$ cat src/hdl/lmd_cell.sv
// One window cell: holds a middle-row and a current-row pixel and passes them on.
// No package dependencies; chained in the top level.
`default_nettype none

module lmd_cell #(
  parameter int DATA_W = 16
) (
  input  logic              clk,
  input  logic              shift,
  input  logic [DATA_W-1:0] mid_in,
  input  logic [DATA_W-1:0] cur_in,
  output logic [DATA_W-1:0] mid,
  output logic [DATA_W-1:0] cur
);

  always_ff @(posedge clk) begin
    if (shift) begin
      mid <= mid_in;
      cur <= cur_in;
    end
  end

endmodule

`default_nettype wire

$ cat config.mk
export PLATFORM = sky130hd
export DESIGN_NAME = lmd_cell
export DESIGN_NICKNAME = d
export VERILOG_FILES = /design/src/hdl/lmd_cell.sv
export SDC_FILE = /design/constraint.sdc
export NUM_CORES = 1
export LEC_CHECK = 0
export ABC_AREA = 1
export BUFFER_PORTS_ARGS = -buffer_cell sky130_fd_sc_hd__buf_4
export CAP_MARGIN = 10
export CORE_ASPECT_RATIO = 0.6
export CORE_MARGIN = 2
export CORE_UTILIZATION = 35
export DETAILED_ROUTE_END_ITERATION = 10
export PLACE_DENSITY = 0.72
export SLEW_MARGIN = 20
export SYNTH_ARGS = -nofsm -noshare
export SYNTH_HDL_FRONTEND = slang
export SYNTH_SLANG_ARGS = --single-unit
$ cat constraint.sdc
create_clock -name clk -period 0.8 [get_ports clk]
set_input_delay 0.16 -clock clk [delete_from_list [all_inputs] [get_ports clk]]
set_output_delay 0.16 -clock clk [all_outputs]
set_load 0.05 [all_outputs]
==> flow_metrics.env <==
export IMPL_post_synth_xor_area_fraction_pct=0
export IMPL_placedInstanceArea_mm2=0.00154
export IMPL_number_of_cells_in_the_finished_layout_apart_from_fillers=140
export IMPL_total_leakage_power_uw=0.000742
export IMPL_fillers=167
export IMPL_fp_dieArea_mm2=0.00319
export IMPL_slew_violations=0
export IMPL_multi_input_comb_cells=0
export IMPL_placed_cells_incl_taps=132
export IMPL_critical_path_max_stage_delay_ns=0.41
export IMPL_fp_dieH_um=44.6
export IMPL_fp_row_count=14
export IMPL_pwr_density_cell_mw_per_mm2=2520
export IMPL_hold_path_class="input port to register"
export IMPL_finalHoldViolations=0
export IMPL_finalWorstPathRequiredPeriod_ns=1.02
export IMPL_clockRootBuffer="clkbuf_8"
export IMPL_coreArea_mm2=0.00256
export IMPL_synth_ff_latch_count=32
export IMPL_globalplace_congestion=0.770
export IMPL_power_switching_share_pct=26.6
export IMPL_run_status="finished with violations"
export IMPL_htree_levels=2
export IMPL_routed_wl_um=2620
export IMPL_synth_seq_area_share_pct=100
export IMPL_relative_slew_slack_pct=92.1
export IMPL_post_synth_cell_types=1
export IMPL_cts_sinks=32
export IMPL_detail_route_drc_violations=0
export IMPL_postSynthNetCount=66
export IMPL_layout_cell_share_with_drive_strength_beyond_1_pct=68.5
export IMPL_ir_drop_mv=1.85
export IMPL_ctsLongestPathBuffers=2
export IMPL_first_global_vias=683
export IMPL_setup_viol_count_final=32
export IMPL_pin_count_of_the_biggest_net_entering_global_routing=17
export IMPL_p_int_uw=3260
export IMPL_antennaDiodeCount=0
export IMPL_post_synth_cell_area_avg_um2=30.0
export IMPL_cp_cell_sequence="buf_6"
export IMPL_worst_slew_pin_slew_ns=0.119
export IMPL_post_synth_and_or_nand_nor_area_fraction_pct=0
export IMPL_grt_remaining_overflow=0
export IMPL_vias_per_instance=4.32
export IMPL_critical_path_top_delay_family="flip-flops"
export IMPL_syn_instance_count=32
export IMPL_yosys_area_share_adder_pct=0
export IMPL_cts_post_setup_buffers_inserted=0
export IMPL_dr_total_vias=605
export IMPL_place_worst_setup_slack_ns=0.0593
export IMPL_synth_mux_area_fraction_pct=0
export IMPL_numPortBuffers=65
export IMPL_floorplan_io_pins=66
export IMPL_switching_power_uw=1180
export IMPL_seq_power_share_pct=46.4
export IMPL_nets=141
export IMPL_register_area_um2=961
export IMPL_timing_final_crit_share_pct=127
export IMPL_ctsHoldBuffers=0
export IMPL_worstPathBufferInverterCount=1
export IMPL_clkSlewWorstSetupHoldPaths_ns=0.07
export IMPL_initial_drc_count=31
export IMPL_initial_antenna_violation_count=0
export IMPL_setup_repair_after_global_routing_missed_its_margin="yes"
export IMPL_cts_bufs_inserted=5
export IMPL_combinationalPowerShare_pct=21.0
export IMPL_synth_compound_area_share_pct=0
export IMPL_antenna_left=0
export IMPL_yosys_warnings=0
export IMPL_tritoncts="built"
export IMPL_critPathSlowestCell="edfxtp_1"
export IMPL_finalHoldWorstSlack_ns=0.0544
export IMPL_multiInputGateArea_um2=0
export IMPL_detail_route_first_pass_iterations=6
export IMPL_first_pass_grt_wire_length_um=3820
export IMPL_worst_ep_arrival_time_ns=0.86
export IMPL_clock_power_share_pct=32.6
export IMPL_wire_per_inst_um=18.7
export IMPL_worstPathMaxFanout=1
export IMPL_timing_critical_path_required_ns=0.64
export IMPL_postLayoutSetupSlackWorst_ns=-0.218
export IMPL_worstSetupEndpointType="output port"
export IMPL_die_x_um=71.6
export IMPL_max_clock_freq_mhz=982
export IMPL_syn2layout_area_growth_pct=83.5
export IMPL_initial_utilization_pct=37.6
export IMPL_stdcell_area_mm2=0.00176
export IMPL_violations="negative setup slack"
export IMPL_category_of_the_most_critical_setup_path="register to output port"
export IMPL_timing_critical_path_from_type="register"
export IMPL_globalRouteTotalUtil_pct=17.8
export IMPL_cap_viol_max_count=0
export IMPL_syn_area_um2=961
-- synth_stat cells --
library cell / instances / share of area, %
edfxtp_1: 32 / 100
-- state kept, by name (all words and copies together), names as in the netlist --
name  flops
mid      16
cur      16
-- layout by cell type, fill, tap and decap left out --
master and instances:
buf_12 2, buf_4 34, buf_6 32, bufinv_16 1, clkbuf_8 5, clkinv_1 2
edfxtp_1 32
-- final cells by class --
cell class	count	area share, %
well taps	32	2.27
clock inverters	3	2.13
flip-flops and latches	32	54.5
repair buffers	68	37.2
clock buffers	5	3.90
-- logic make-up (layout without fill, tap and decap cells) --
| family | after synthesis | after routing |
|---|---|---|
| buffers and inverters | 0 | 76 |
| DFF | 32 | 32 |
-- metal layers --
layer | global-route usage (%) | vias up | part of all wire (%)
met2 | 28.7 | 8 | 53
met5 | 0 | - | 0
met1 | 23.0 | 314 | 44
met3 | 4.33 | 5 | 1.7
li1 | - | 278 | -
met4 | 9.06 | 0 | 1.5
-- timing repair --
| item | 4_1_cts | 5_1_grt |
|---|---|---|
| endpoints found under the setup margin | 32 | 32 |
| endpoints found under the hold margin | 0 | 0 |
| gates resized for setup | 32 | 0 |
-- through the flow --
stage               power (µW)  TNS [ns]  utilization (%)
floorplan                 2530         0                -
global placement          2910         0             60.1
detailed placement        2930         0             60.1
CTS                       4470     -6.33             68.9
global route              4580     -7.01             68.9
finish                    4440     -6.02             68.9
-- worst paths after layout --
kind | start | to | slack, ns | cells past startpoint
setup / recovery | mid[10] | mid[10] | -0.22 | 1
hold / removal | cur_in[0] | cur[0] | 0.05 | 1
-- power by group through the flow --
| stage | clock, µW | combinational, µW | sequential (µW) |
|---|---|---|---|
| floorplan | 0 | 0 | 2530 |
| global placement | 0 | 848 | 2060 |
| detailed placement | 0 | 857 | 2070 |
| CTS | 1470 | 937 | 2060 |
| global route | 1560 | 950 | 2070 |
| finish | 1450 | 932 | 2060 |
Power figures use the tool's default switching activity.
